**src/design/assert_macros.svh**
```systemverilog
// assertion helpers shared by the queue modules
`ifndef ASSERT_MACROS_SVH
`define ASSERT_MACROS_SVH

// clocked check, quiet while reset is held
`define DCEQ_ASSERT(name, prop, msg) \
  name: assert property (@(posedge clk) disable iff (!rst_n) prop) \
    else $error(msg);

// clocked check that also runs during reset
`define DCEQ_ASSERT_ALWAYS(name, prop, msg) \
  name: assert property (@(posedge clk) prop) \
    else $error(msg);

`endif

```
**src/design/dceq_pkg.sv**
```systemverilog
`timescale 1ns / 1ps
// ----------------------------------------------------------------------------
// dceq_pkg
// Shared types, codes and constants of the debounced coalescing event queue.
// ----------------------------------------------------------------------------
package dceq_pkg;

  // default sizes
  localparam int DEPTH_DEF = 64;
  localparam int KEY_W_DEF = 32;

  // field widths
  localparam int OP_W       = 2;
  localparam int PATH_KEY_W = 32;
  localparam int KIND_W     = 2;
  localparam int TIME_W     = 48;
  localparam int DEB_W      = 32;
  localparam int MAXQ_W     = 7;
  localparam int STATUS_W   = 3;
  localparam int CFG_IDX_W  = 2;
  localparam int CFG_DATA_W = 32;

  localparam logic [TIME_W-1:0] TIME_MAX = '1;

  // register indexes
  localparam logic [CFG_IDX_W-1:0] CFG_ENABLE   = 2'd0;
  localparam logic [CFG_IDX_W-1:0] CFG_DEBOUNCE = 2'd1;
  localparam logic [CFG_IDX_W-1:0] CFG_MAXQ     = 2'd2;

  // register reset values
  localparam logic              ENABLE_RST   = 1'b1;
  localparam logic [DEB_W-1:0]  DEBOUNCE_RST = 32'd100;
  localparam logic [MAXQ_W-1:0] MAXQ_RST     = 7'd0;

  typedef enum logic [OP_W-1:0] {
    OP_EVENT = 2'd0,
    OP_POLL  = 2'd1,
    OP_CLEAR = 2'd2
  } op_t;

  typedef enum logic [STATUS_W-1:0] {
    ST_QUEUED     = 3'd0,
    ST_MERGED     = 3'd1,
    ST_DROPPED    = 3'd2,
    ST_IGNORED    = 3'd3,
    ST_RELEASED   = 3'd4,
    ST_NONE_READY = 3'd5,
    ST_CLEARED    = 3'd6
  } status_t;

  // controller to datapath
  typedef struct packed {
    logic    capture;
    logic    start_scan;
    logic    scan_step;
    logic    merge_wr;
    logic    append;
    logic    clear_q;
    logic    head_rd;
    logic    pop;
    logic    hold_ld;
    logic    out_ld;
    logic    out_hold;
    logic    out_final;
    status_t status;
  } cmd_t;

  // datapath to controller
  typedef struct packed {
    op_t  op;
    logic enable;
    logic deb_nz;
    logic q_empty;
    logic q_full;
    logic match;
    logic scan_end;
    logic expired;
    logic out_free;
  } sts_t;

endpackage

```
**src/design/dceq_ctrl.sv**
```systemverilog
`timescale 1ns / 1ps
// ----------------------------------------------------------------------------
// dceq_ctrl
// Sequencer for the queue: dispatches each item, walks the merge search and
// the poll release, and schedules every result beat into the output stage.
// ----------------------------------------------------------------------------
`include "assert_macros.svh"

module dceq_ctrl
  import dceq_pkg::*;
(
  input  logic clk,
  input  logic rst_n,
  input  logic in_valid,
  output logic in_ready,
  input  sts_t sts,
  output cmd_t cmd
);

  typedef enum logic [8:0] {
    S_IDLE      = 9'b000000001,
    S_DISPATCH  = 9'b000000010,
    S_SEARCH    = 9'b000000100,
    S_APPEND    = 9'b000001000,
    S_FINISH    = 9'b000010000,
    S_POLL_RD   = 9'b000100000,
    S_POLL_CHK  = 9'b001000000,
    S_POLL_EMIT = 9'b010000000,
    S_POLL_LAST = 9'b100000000
  } state_t;

  state_t  state_r, state_nxt;
  status_t stat_r, stat_nxt;
  logic    hold_v_r, hold_v_nxt;

  // state, pending status and held-release flag
  always_ff @(posedge clk) begin
    if (!rst_n) begin
      state_r  <= S_IDLE;
      stat_r   <= ST_QUEUED;
      hold_v_r <= 1'b0;
    end else begin
      state_r  <= state_nxt;
      stat_r   <= stat_nxt;
      hold_v_r <= hold_v_nxt;
    end
  end

  assign in_ready = (state_r == S_IDLE);

  // next state and commands
  always_comb begin
    cmd        = '0;
    state_nxt  = state_r;
    stat_nxt   = stat_r;
    hold_v_nxt = hold_v_r;
    unique case (state_r)
      S_IDLE: begin
        if (in_valid) begin
          cmd.capture = 1'b1;
          state_nxt   = S_DISPATCH;
        end
      end
      S_DISPATCH: begin
        unique case (sts.op)
          OP_EVENT: begin
            if (!sts.enable) begin
              stat_nxt  = ST_IGNORED;
              state_nxt = S_FINISH;
            end else if (sts.deb_nz && !sts.q_empty) begin
              cmd.start_scan = 1'b1;
              state_nxt      = S_SEARCH;
            end else begin
              state_nxt = S_APPEND;
            end
          end
          OP_POLL: begin
            hold_v_nxt = 1'b0;
            state_nxt  = S_POLL_RD;
          end
          OP_CLEAR: begin
            cmd.clear_q = 1'b1;
            stat_nxt    = ST_CLEARED;
            state_nxt   = S_FINISH;
          end
          default: begin
            stat_nxt  = ST_IGNORED;
            state_nxt = S_FINISH;
          end
        endcase
      end
      // newest to oldest, one compare per cycle
      S_SEARCH: begin
        if (sts.match) begin
          cmd.merge_wr = 1'b1;
          stat_nxt     = ST_MERGED;
          state_nxt    = S_FINISH;
        end else if (sts.scan_end) begin
          state_nxt = S_APPEND;
        end else begin
          cmd.scan_step = 1'b1;
        end
      end
      S_APPEND: begin
        cmd.append = 1'b1;
        stat_nxt   = sts.q_full ? ST_DROPPED : ST_QUEUED;
        state_nxt  = S_FINISH;
      end
      S_FINISH: begin
        if (sts.out_free) begin
          cmd.out_ld    = 1'b1;
          cmd.out_final = 1'b1;
          cmd.status    = stat_r;
          state_nxt     = S_IDLE;
        end
      end
      // poll: read head, then decide once its deadline is known
      S_POLL_RD: begin
        if (sts.q_empty) begin
          if (hold_v_r) begin
            state_nxt = S_POLL_LAST;
          end else begin
            stat_nxt  = ST_NONE_READY;
            state_nxt = S_FINISH;
          end
        end else begin
          cmd.head_rd = 1'b1;
          state_nxt   = S_POLL_CHK;
        end
      end
      S_POLL_CHK: begin
        if (sts.expired) begin
          if (hold_v_r) begin
            state_nxt = S_POLL_EMIT;
          end else begin
            cmd.hold_ld = 1'b1;
            cmd.pop     = 1'b1;
            hold_v_nxt  = 1'b1;
            state_nxt   = S_POLL_RD;
          end
        end else if (hold_v_r) begin
          state_nxt = S_POLL_LAST;
        end else begin
          stat_nxt  = ST_NONE_READY;
          state_nxt = S_FINISH;
        end
      end
      // another release follows, so this one is not final
      S_POLL_EMIT: begin
        if (sts.out_free) begin
          cmd.out_ld   = 1'b1;
          cmd.out_hold = 1'b1;
          cmd.status   = ST_RELEASED;
          hold_v_nxt   = 1'b0;
          state_nxt    = S_POLL_CHK;
        end
      end
      S_POLL_LAST: begin
        if (sts.out_free) begin
          cmd.out_ld    = 1'b1;
          cmd.out_hold  = 1'b1;
          cmd.out_final = 1'b1;
          cmd.status    = ST_RELEASED;
          hold_v_nxt    = 1'b0;
          state_nxt     = S_IDLE;
        end
      end
      default: begin
        state_nxt = S_IDLE;
      end
    endcase
  end

  // checks
  `DCEQ_ASSERT(a_accept_dispatch, (state_r == S_IDLE && in_valid) |=> (state_r == S_DISPATCH), "accepted item not dispatched")
  `DCEQ_ASSERT(a_load_when_free, cmd.out_ld |-> sts.out_free, "output stage overwritten")
  `DCEQ_ASSERT(a_hold_in_poll, hold_v_r |-> (state_r == S_POLL_RD || state_r == S_POLL_CHK || state_r == S_POLL_EMIT || state_r == S_POLL_LAST), "held release outside poll")

endmodule

```
**config.mk**
```make
export PLATFORM = sky130hd
export DESIGN_NAME = dceq_ctrl
export DESIGN_NICKNAME = d
export VERILOG_FILES = /design/src/design/dceq_pkg.sv /design/src/design/dceq_ctrl.sv
export VERILOG_INCLUDE_DIRS = /design/src /design/src/design
export SDC_FILE = /design/constraint.sdc
export NUM_CORES = 1
export LEC_CHECK = 0
export ABC_AREA = 1
export BUFFER_PORTS_ARGS = -buffer_cell sky130_fd_sc_hd__clkbuf_2
export CAP_MARGIN = 20
export CORE_MARGIN = 5
export CORE_UTILIZATION = 52
export DETAILED_ROUTE_END_ITERATION = 6
export PLACE_DENSITY_LB_ADDON = 0.05
export SETUP_SLACK_MARGIN = 0.2
export SKIP_CTS_REPAIR_TIMING = 1
export SLEW_MARGIN = 20
export SYNTH_ARGS = -nofsm -noshare
export SYNTH_HDL_FRONTEND = slang
export SYNTH_SLANG_ARGS = --single-unit
```
**constraint.sdc**
```tcl
create_clock -name clk -period 1.64 [get_ports clk]
set_input_delay 0.328 -clock clk [delete_from_list [all_inputs] [get_ports clk]]
set_output_delay 0.328 -clock clk [all_outputs]
set_load 0.03 [all_outputs]
```
==> qor.txt, run 1 <==
Max Fclk = 521 MHz
Post-Synthesis Cell Area = 1130 um2
GRT Total Usage = 20.9%
Setup TNS = -3.22 ns
IO Pins = 29
initial antenna violation count = 0
final setup fails = 16
worst endpoint required time = 1.31 ns
die area = 3200 um2
WL/cell = 13.1 um
Max FO, Critical Path = 3
Detailed Routing Iterations Pass 1 = 7
nets = 251
H-tree depth = 1
share of cells above drive strength 1 = 41.4%
delay-heaviest family, CP = simple AND/OR/NAND/NOR gates
Max stage delay on crit path = 0.35 ns
CP startpoint kind = flip-flop
Filler Cell Count = 154
clock sinks = 13
Synthesized Nets = 209
pin count of the biggest net entering global routing = 9
largest family of logic cells by synthesized area = simple AND/OR/NAND/NOR gates
Yosys warnings = 0
vias per cell = 5.37
CTS Buffer Depth = 2
status = finished, violations left
sequential share of the synthesized area = 23.1%
ranking of synthesized cells by area = dfxtp_1 (23%), nand2_1 (16%), inv_1 (11%), nor2_1 (10%), nand3_1 (8.9%)
area share of the largest cell type after synthesis = 23.1%
mux share of post-synthesis cell area = 0%
slowest cell on the critical path = dfxtp_2
maximum vdd drop = 0.390 mV
Post-Syn Instances = 196
leakage = 0.000858 uW
num rows = 16
XOR/XNOR share of the synthesized area = 0%
most numerous cell in the Yosys netlist = nand2_1
Total Routed Length = 3.46 mm
Core Area = 2020 um2
Tmin final = 1.92 ns
vias in the first global route = 1218
Iteration-0 DRC Markers = 82
failing checks = DRC, setup timing
r2r startpoint = state_r[7]$_SDFFE_PN0P_
detailed placement HPWL = 2.67 mm
Die Y = 56.5 um
PD cells = 491 nW/um2
worst path bufs/invs = 2
Synth Area per Inst = 5.75 um2
root buf cell = clkbuf_4
synth-to-layout area growth = 43.3%
total CTS buffers = 3
port bufs = 28
Synth Area in Adders = 0%
gpl congestion = 0.930
Reg clk slew, reported paths = 0.09 ns
post-layout util = 79.8%
Fin. Hold Viols = 0
die width = 56.5 um
Synth Area in Simple Gates = 54.7%
Slew Limit Fails = 0
Max Cap Violations = 0
total grt overflow = 0
Synth Register Bits = 13
Post-synth ARST share = 0%
compound-gate portion of the synthesized area = 8.56%
dominant cell type by area after synthesis = dfxtp_1
top cells by count, synth = nand2_1 (49), inv_1 (34), nor2_1 (31), nand3_1 (20), dfxtp_1 (13)
Clk Latency, worst-skew pair = 0.28 ns
ANT cells = 0
library cells used by synthesis = 21
unrepaired setup endpoints after global routing = yes
worst path arrival time = 1.59 ns
Crit. End Element = output port
main flop type after synthesis = dfxtp_1
crit path kind = reg -> out
worst hold slack = 0.304 ns
slew of the pin with the lowest slew margin = 0.278 ns
worst-path cell chain = nor2_4, nand2_4, nor2_4, nand2_4, nor2_2, nand4_1, inv_2, buf_4
number of synthesized flops with an enable pin = 0
worst min path class = in -> reg
CP startpoint = state_r[2]$_SDFFE_PN0P_
hold_sp = rst_n
DR vias = 1418
first-pass GRT wire length = 5.31 mm
DRC Markers = 1
Starting Density = 55.7%
Power, Total = 793 uW
CTS tree = done
Worst slew margin = 81.4%
post-route ant nets = 0
Fin Clk Skew = 0.00428 ns
final period utilization = 117%
final worst slack = -0.278 ns
-- state kept, by name (all words and copies together) (netlist names) --
register,cells
hold_v_r,1
state_r,9
stat_r,3
-- final timing paths --
check	endpoint	cells after the start	slack, ns
setup / recovery	cmd[13]	8	-0.28
hold / removal	state_r[0]$_SDFFE_PN1P_	2	0.30
setup reg to reg	state_r[4]$_SDFFE_PN0P_	11	0.15
hold reg to reg	state_r[7]$_SDFFE_PN0P_	2	0.49
-- routing by layer --
metal	wire (um)	GRT usage, %	vias to the layer above
met2	1720	35.0	60
met4	62	5.76	0
met1	1420	26.8	652
li1	-	-	696
met3	252	4.36	10
met5	0	0	-
-- metrics by stage --
step | worst slack (ns) | instances | instance area, um2
after detailed placement | -0.0191 | 259 | 1410
after floorplan | 0.0949 | 196 | 1180
final | -0.278 | 264 | 1610
after global placement | 0.0428 | 259 | 1410
after CTS | -0.331 | 263 | 1440
after global routing | -0.364 | 264 | 1610
-- layout by cell type, fill, tap and decap left out, drive strengths merged --
cell type,netlist,layout
nand4,8,8
nor3,3,3
nor2,37,37
inv,39,39
dfxtp,13,13
a21oi,6,6
o21ai,11,11
buf,1,24
o21bai,1,1
nand2,55,55
clkbuf,0,18
nand3,22,22
-- area by class of cell --
cell class / count / area [um2] / area share [%]
clock buffer: 4 / 26.3 / 1.63
inverter: 39 / 146 / 9.07
multi-input combinational: 143 / 833 / 51.6
sequential: 13 / 270 / 16.7
tap: 27 / 33.8 / 2.09
timing repair buffer: 38 / 304 / 18.8
-- where the power goes --
group	total [uW]	internal, uW	switching [uW]
Sequential	337	327	10.6
Combinational	246	88.4	157
Clock	210	94.4	116
Total	793	509	284
-- kinds of logic after synthesis --
| family | after synthesis |
|---|---|
| AOI/OAI and AO/OA | 18 |
| buffers and inverters | 40 |
| and+or+nand+nor | 125 |
| DFF | 13 |
No activity file was read; power rests on OpenSTA's default activity.
==> run 2: changes to the inputs <==
--- a/config.mk
+++ b/config.mk
@@ -12,6 +12,7 @@
 export CORE_MARGIN = 5
 export CORE_UTILIZATION = 52
 export DETAILED_ROUTE_END_ITERATION = 6
+export GPL_TIMING_DRIVEN = 0
 export PLACE_DENSITY_LB_ADDON = 0.05
 export SETUP_SLACK_MARGIN = 0.2
 export SKIP_CTS_REPAIR_TIMING = 1
==> qor.txt, run 2 (synthesis results as in run 1) <==
worst min path class = in -> reg
vias in the first global route = 1247
IO Pins = 29
initial antenna violation count = 0
GRT met2 Usage = 35.0%
Biggest register = state_r
DRC Markers = 0
final period utilization = 118%
switching share of total power = 36.5%
slew of the pin with the lowest slew margin = 0.364 ns
Fin Clk Skew = 0.00561 ns
GRT met3 Usage = 2.52%
Total Routed Length = 3.46 mm
worst path bufs/invs = 2
Iteration-0 DRC Markers = 76
CTS tree = done
gpl congestion = 0.902
first-pass GRT wire length = 5.15 mm
final setup fails = 16
hold depth = 2
Sequential Power Share = 41.1%
Net Sw Power = 297 uW
WL/cell = 12.9 um
ANT cells = 0
pin count of the biggest net entering global routing = 10
GRT Total Usage = 20.1%
Top Registers = state_r x9, stat_r x3, hold_v_r x1
slowest cell on the critical path = dfxtp_4
Worst slew margin = 75.6%
H-tree depth = 1
synth-to-layout area growth = 48.8%
Detailed Routing Iterations Pass 1 = 4
Max stage delay on crit path = 0.37 ns
vias per cell = 5.33
Max Cap Violations = 0
r2r startpoint = state_r[3]$_SDFFE_PN0P_
Reg2Reg Setup Slack = -0.04 ns
Max FO, Critical Path = 5
CP startpoint kind = flip-flop
port bufs = 28
status = finished, violations left
num rows = 16
crit path kind = reg -> out
CTS Buffer Depth = 2
Starting Density = 55.7%
unrepaired setup endpoints after global routing = yes
hold_sp = rst_n
delay-heaviest family, CP = simple AND/OR/NAND/NOR gates
CP startpoint = state_r[3]$_SDFFE_PN0P_
total CTS buffers = 3
total grt overflow = 0
die area = 3200 um2
Crit. End Element = output port
leakage = 0.000877 uW
Die Y = 56.5 um
CP most frequent cell = nor2_4
part of the power in combinational logic = 32.8%
routing usage on met1 = 24.9%
Fin. Hold Viols = 0
worst endpoint required time = 1.31 ns
final worst slack = -0.298 ns
internal power = 518 uW
Slew Limit Fails = 0
detailed placement HPWL = 2.53 mm
post-layout util = 82.9%
Tmin final = 1.94 ns
post-route ant nets = 0
PD cells = 486 nW/um2
global-route layer with the greatest usage = met2
commonest non-fill, non-tap cell in the layout = nand2_1
nets = 255
clock sinks = 13
Filler Cell Count = 138
Core Area = 2020 um2
clock power share = 26.1%
Clk Latency, worst-skew pair = 0.29 ns
worst path arrival time = 1.61 ns
die width = 56.5 um
DR vias = 1428
DP Worst Slack = -0.105 ns
share of cells above drive strength 1 = 43.2%
Reg clk slew, reported paths = 0.09 ns
failing checks = setup timing
worst-path cell chain = nor2_4, nand2_4, nor2_4, buf_4, nand2_1, nor2_2, buf_6
leading cell types in the layout, fill and taps excluded = nand2_1 (42), inv_1 (26), nor2_1 (22)
Worst path depth = 7
Reg2Reg Depth = 12
root buf cell = clkbuf_4
Max Fclk = 516 MHz
Largest register FFs = 9
maximum vdd drop = 0.544 mV
## run 2: cell types whose count changed in the layout (fill, tap and decap cells not counted), moves of 3 or more
cell,change
inv_1,-5
nor2_1,+5
nor2_2,-5
inv_2,+4
buf_6,+3
## run 2: final timing paths
check,endpoint
worst max-delay path,cmd[14]
worst min-delay path,state_r[0]$_SDFFE_PN1P_
worst max register to register,stat_r[1]$_SDFFE_PN0P_
worst min register to register,state_r[7]$_SDFFE_PN0P_
## run 2: cell type report
type	instances	area [um2]	area share, %
clock buffer	4	26.3	1.57
buffer	1	11.3	0.672
multi-input combinational	143	850	50.7
timing repair buffer	41	334	19.9
sequential	13	272	16.2
inverter	39	149	8.89
tap	27	33.8	2.02
## run 2: worst reg2reg max path, stage by stage, from the launching register on
cell and delay, ns:
dfxtp_4 0.37, nor2_4 0.14, nand2_4 0.09, nor2_8 0.20
buf_4 0.16, buf_6 0.09, buf_4 0.09, nand3_1 0.07
o21ai_2 0.10, nand2_2 0.08, nand3_1 0.07, nand2_1 0.06
nor2_1 0.10
## run 2: through the flow
step                instance area, um2  hold WS (ns)  total power, uW  TNS, ns  instances
CTS                               1380         0.302              753    -4.49        255
floorplan                         1180         0.412              489        0        196
global route                      1680         0.316              852    -5.26        268
global placement                  1360         0.473              541   -0.115        251
finish                            1680         0.296              815    -3.36        268
detailed placement                1360         0.484              547   -0.367        251
## run 2: power by group through the flow
stage	Combinational [uW]	Sequential [uW]	Clock, uW
after floorplan	148	341	0
after global placement	199	342	0
after detailed placement	205	342	0
after CTS	205	335	213
after global routing	289	336	227
final	267	335	213
## run 2: layer usage
metal  share of wire (%)  wire [um]
met4                 2.8         97
met1                  39       1360
met2                  50       1740
met5                   0          0
met3                 7.7        268
==> run 3: changes to the inputs <==
--- a/config.mk
+++ b/config.mk
@@ -6,11 +6,10 @@
 export SDC_FILE = /design/constraint.sdc
 export NUM_CORES = 1
 export LEC_CHECK = 0
-export ABC_AREA = 1
 export BUFFER_PORTS_ARGS = -buffer_cell sky130_fd_sc_hd__clkbuf_2
 export CAP_MARGIN = 20
 export CORE_MARGIN = 5
-export CORE_UTILIZATION = 52
+export CORE_UTILIZATION = 51
 export DETAILED_ROUTE_END_ITERATION = 6
 export GPL_TIMING_DRIVEN = 0
 export PLACE_DENSITY_LB_ADDON = 0.05
==> qor.txt, run 3 <==
worst min path class = in -> reg
Max stage delay on crit path = 0.53 ns
area of the multi-input gates = 961 um2
pin count of the biggest net entering global routing = 11
Filler Cell Count = 34
status = finished, violations left
failing checks = setup timing
Max Fclk = 392 MHz
delay-heaviest family, CP = simple AND/OR/NAND/NOR gates
root buf cell = clkbuf_4
Setup TNS = -17.49 ns
Tmin final = 2.55 ns
Slew Limit Fails = 0
Clk Latency, worst-skew pair = 0.30 ns
H-tree depth = 1
maximum vdd drop = 0.698 mV
post-route ant nets = 0
slowest cell on the critical path = or4b_4
Hold Path Sink = state_r[0]$_SDFFE_PN1P_
Detailed Routing Iterations Pass 1 = 5
top cells by count, synth = dfxtp_1 (13), nor2_1 (12), inv_1 (11), a21oi_1 (8)
leading cell types in the layout, fill and taps excluded = buf_6 (24), buf_4 (23), clkbuf_2 (13)
placed cell count = 192
Largest register FFs = 9
worst path arrival time = 2.22 ns
total grt overflow = 0
main flop type after synthesis = dfxtp_1
PD cells = 771 nW/um2
CP startpoint kind = flip-flop
area share of the largest cell type after synthesis = 24.4%
Final Non-Filler Cells = 225
share of cells above drive strength 1 = 62.6%
r2r startpoint = state_r[1]$_SDFFE_PN0P_
unrepaired setup endpoints after global routing = yes
num rows = 16
CTS tree = done
Post-synth ARST share = 0%
Fin. Hold Viols = 0
Post-Syn Instances = 137
Core Area = 1980 um2
slew of the pin with the lowest slew margin = 0.390 ns
final worst slack = -0.911 ns
final setup fails = 29
Crit. End Element = output port
vias per cell = 7.01
Max Cap Violations = 0
Biggest register = state_r
vias in the first global route = 1110
Reg area = 268 um2
Top Registers = state_r x9, stat_r x3, hold_v_r x1
end of the worst register-to-register path = state_r[0]$_SDFFE_PN1P_
hold_sp = rst_n
synth-to-layout area growth = 80.4%
worst-path cell chain = buf_6, nor3_2, nand4_2, or4b_4, nor3b_4, buf_6
DRC Markers = 0
CP most frequent cell = buf_6
dominant cell type by area after synthesis = dfxtp_1
worst hold slack = 0.336 ns
IO Pins = 29
Post-Synthesis Cell Area = 1060 um2
post-layout util = 96.9%
Max FO, Critical Path = 6
commonest non-fill, non-tap cell in the layout = buf_6
initial antenna violation count = 0
leakage = 0.000793 uW
Worst slew margin = 73.9%
worst path bufs/invs = 2
first-pass GRT wire length = 5.19 mm
gpl congestion = 0.898
ranking of synthesized cells by area = dfxtp_1 (24%), nor2_1 (4.2%), xor2_1 (4.1%), inv_1 (3.9%), a21oi_1 (3.8%)
Yosys warnings = 0
worst endpoint required time = 1.31 ns
DR vias = 1577
crit path kind = reg -> out
sequential share of the synthesized area = 24.4%
die width = 55.7 um
Synth Area per Inst = 7.77 um2
Reg clk slew, reported paths = 0.10 ns
detailed placement HPWL = 2.36 mm
Reg2Reg Setup Slack = -0.71 ns
total CTS buffers = 3
ANT cells = 0
port bufs = 28
final period utilization = 156%
Synthesized Nets = 150
CTS Buffer Depth = 2
most numerous cell in the Yosys netlist = dfxtp_1
GRT Total Usage = 20.8%
nets = 212
WL/cell = 25.5 um
Die Y = 55.7 um
library cells used by synthesis = 48
hold depth = 2
Reg2Reg Depth = 8
Total Routed Length = 5.74 mm
die area = 3100 um2
Synth Register Bits = 13
Iteration-0 DRC Markers = 143
number of synthesized flops with an enable pin = 0
Starting Density = 53.7%
Fin Clk Skew = 0.00876 ns
clock sinks = 13
-- run 3: cell types whose count changed in the layout (fill, tap and decap cells not counted), sizes merged, moves of 5 or more --
| cell | change |
|---|---|
| xor2 | +5 |
| nor3 | +5 |
| nand4 | -7 |
| o21ai | -5 |
| nand2 | -48 |
| nand3 | -17 |
| nor2 | -25 |
| inv | -30 |
| buf | +23 |
-- run 3: cell type report --
cell class / instances / share of cell area [%]
Buffer: 9 / 5.34
Clock buffer: 3 / 1.17
Clock inverter: 1 / 0.261
Inverter: 11 / 2.61
Multi-Input combinational cell: 104 / 50.0
Sequential cell: 13 / 13.9
Tap cell: 27 / 1.76
Timing Repair Buffer: 57 / 24.9
-- run 3: how the worst max path moves through the flow --
| stage | startpoint | end | slack (ns) | cells past startpoint |
|---|---|---|---|---|
| after floorplan | state_r[4]$_SDFFE_PN0P_ | cmd[13] | -0.46 | 5 |
| after global placement | state_r[7]$_SDFFE_PN0P_ | cmd[13] | -0.64 | 6 |
| after detailed placement | state_r[7]$_SDFFE_PN0P_ | cmd[13] | -0.64 | 6 |
| after CTS | state_r[7]$_SDFFE_PN0P_ | cmd[13] | -0.97 | 6 |
| after global routing | state_r[6]$_SDFFE_PN0P_ | cmd[13] | -0.92 | 6 |
| final | state_r[6]$_SDFFE_PN0P_ | cmd[13] | -0.91 | 6 |
-- run 3: where the power goes --
group          leakage [uW]  internal [uW]  switching (uW)  total [uW]
logic              0.000668            431             440         871
registers          0.000107            347            37.0         384
clock network     0.0000177           91.1             134         226
-- run 3: logic make-up (layout without fill, tap and decap cells) --
family	after synthesis	after routing	share of synthesized area, %
buf+inv	20	81	9.28
xor+xnor	5	5	4.11
flops	13	13	24.4
simple gates	65	65	38.8
mux	1	1	0.940
compound gates	33	33	22.4
-- run 3: routing by layer --
metal | up-vias | GRT usage, % | part of all wire (%)
met5 | - | 0 | 0
met4 | 0 | 9.72 | 6.9
met3 | 48 | 5.10 | 12
met2 | 193 | 31.3 | 46
met1 | 715 | 27.7 | 35
li1 | 621 | - | -
-- run 3: worst reg2reg max path, delay by kind of cell (launching register included) --
family,cells,cell delay [ns]
and+or+nand+nor,2,1.06
DFF,1,0.33
buffers and inverters,3,0.44
AOI/OAI and AO/OA,3,0.46
-- run 3: stage by stage --
stage                     worst slack [ns]  area, um2  power, uW
after floorplan                     -0.457       1240        767
after global routing                -0.916       1920       1520
final                               -0.911       1920       1480
after detailed placement            -0.639       1420        874
after CTS                           -0.974       1450       1090
after global placement              -0.640       1420        865
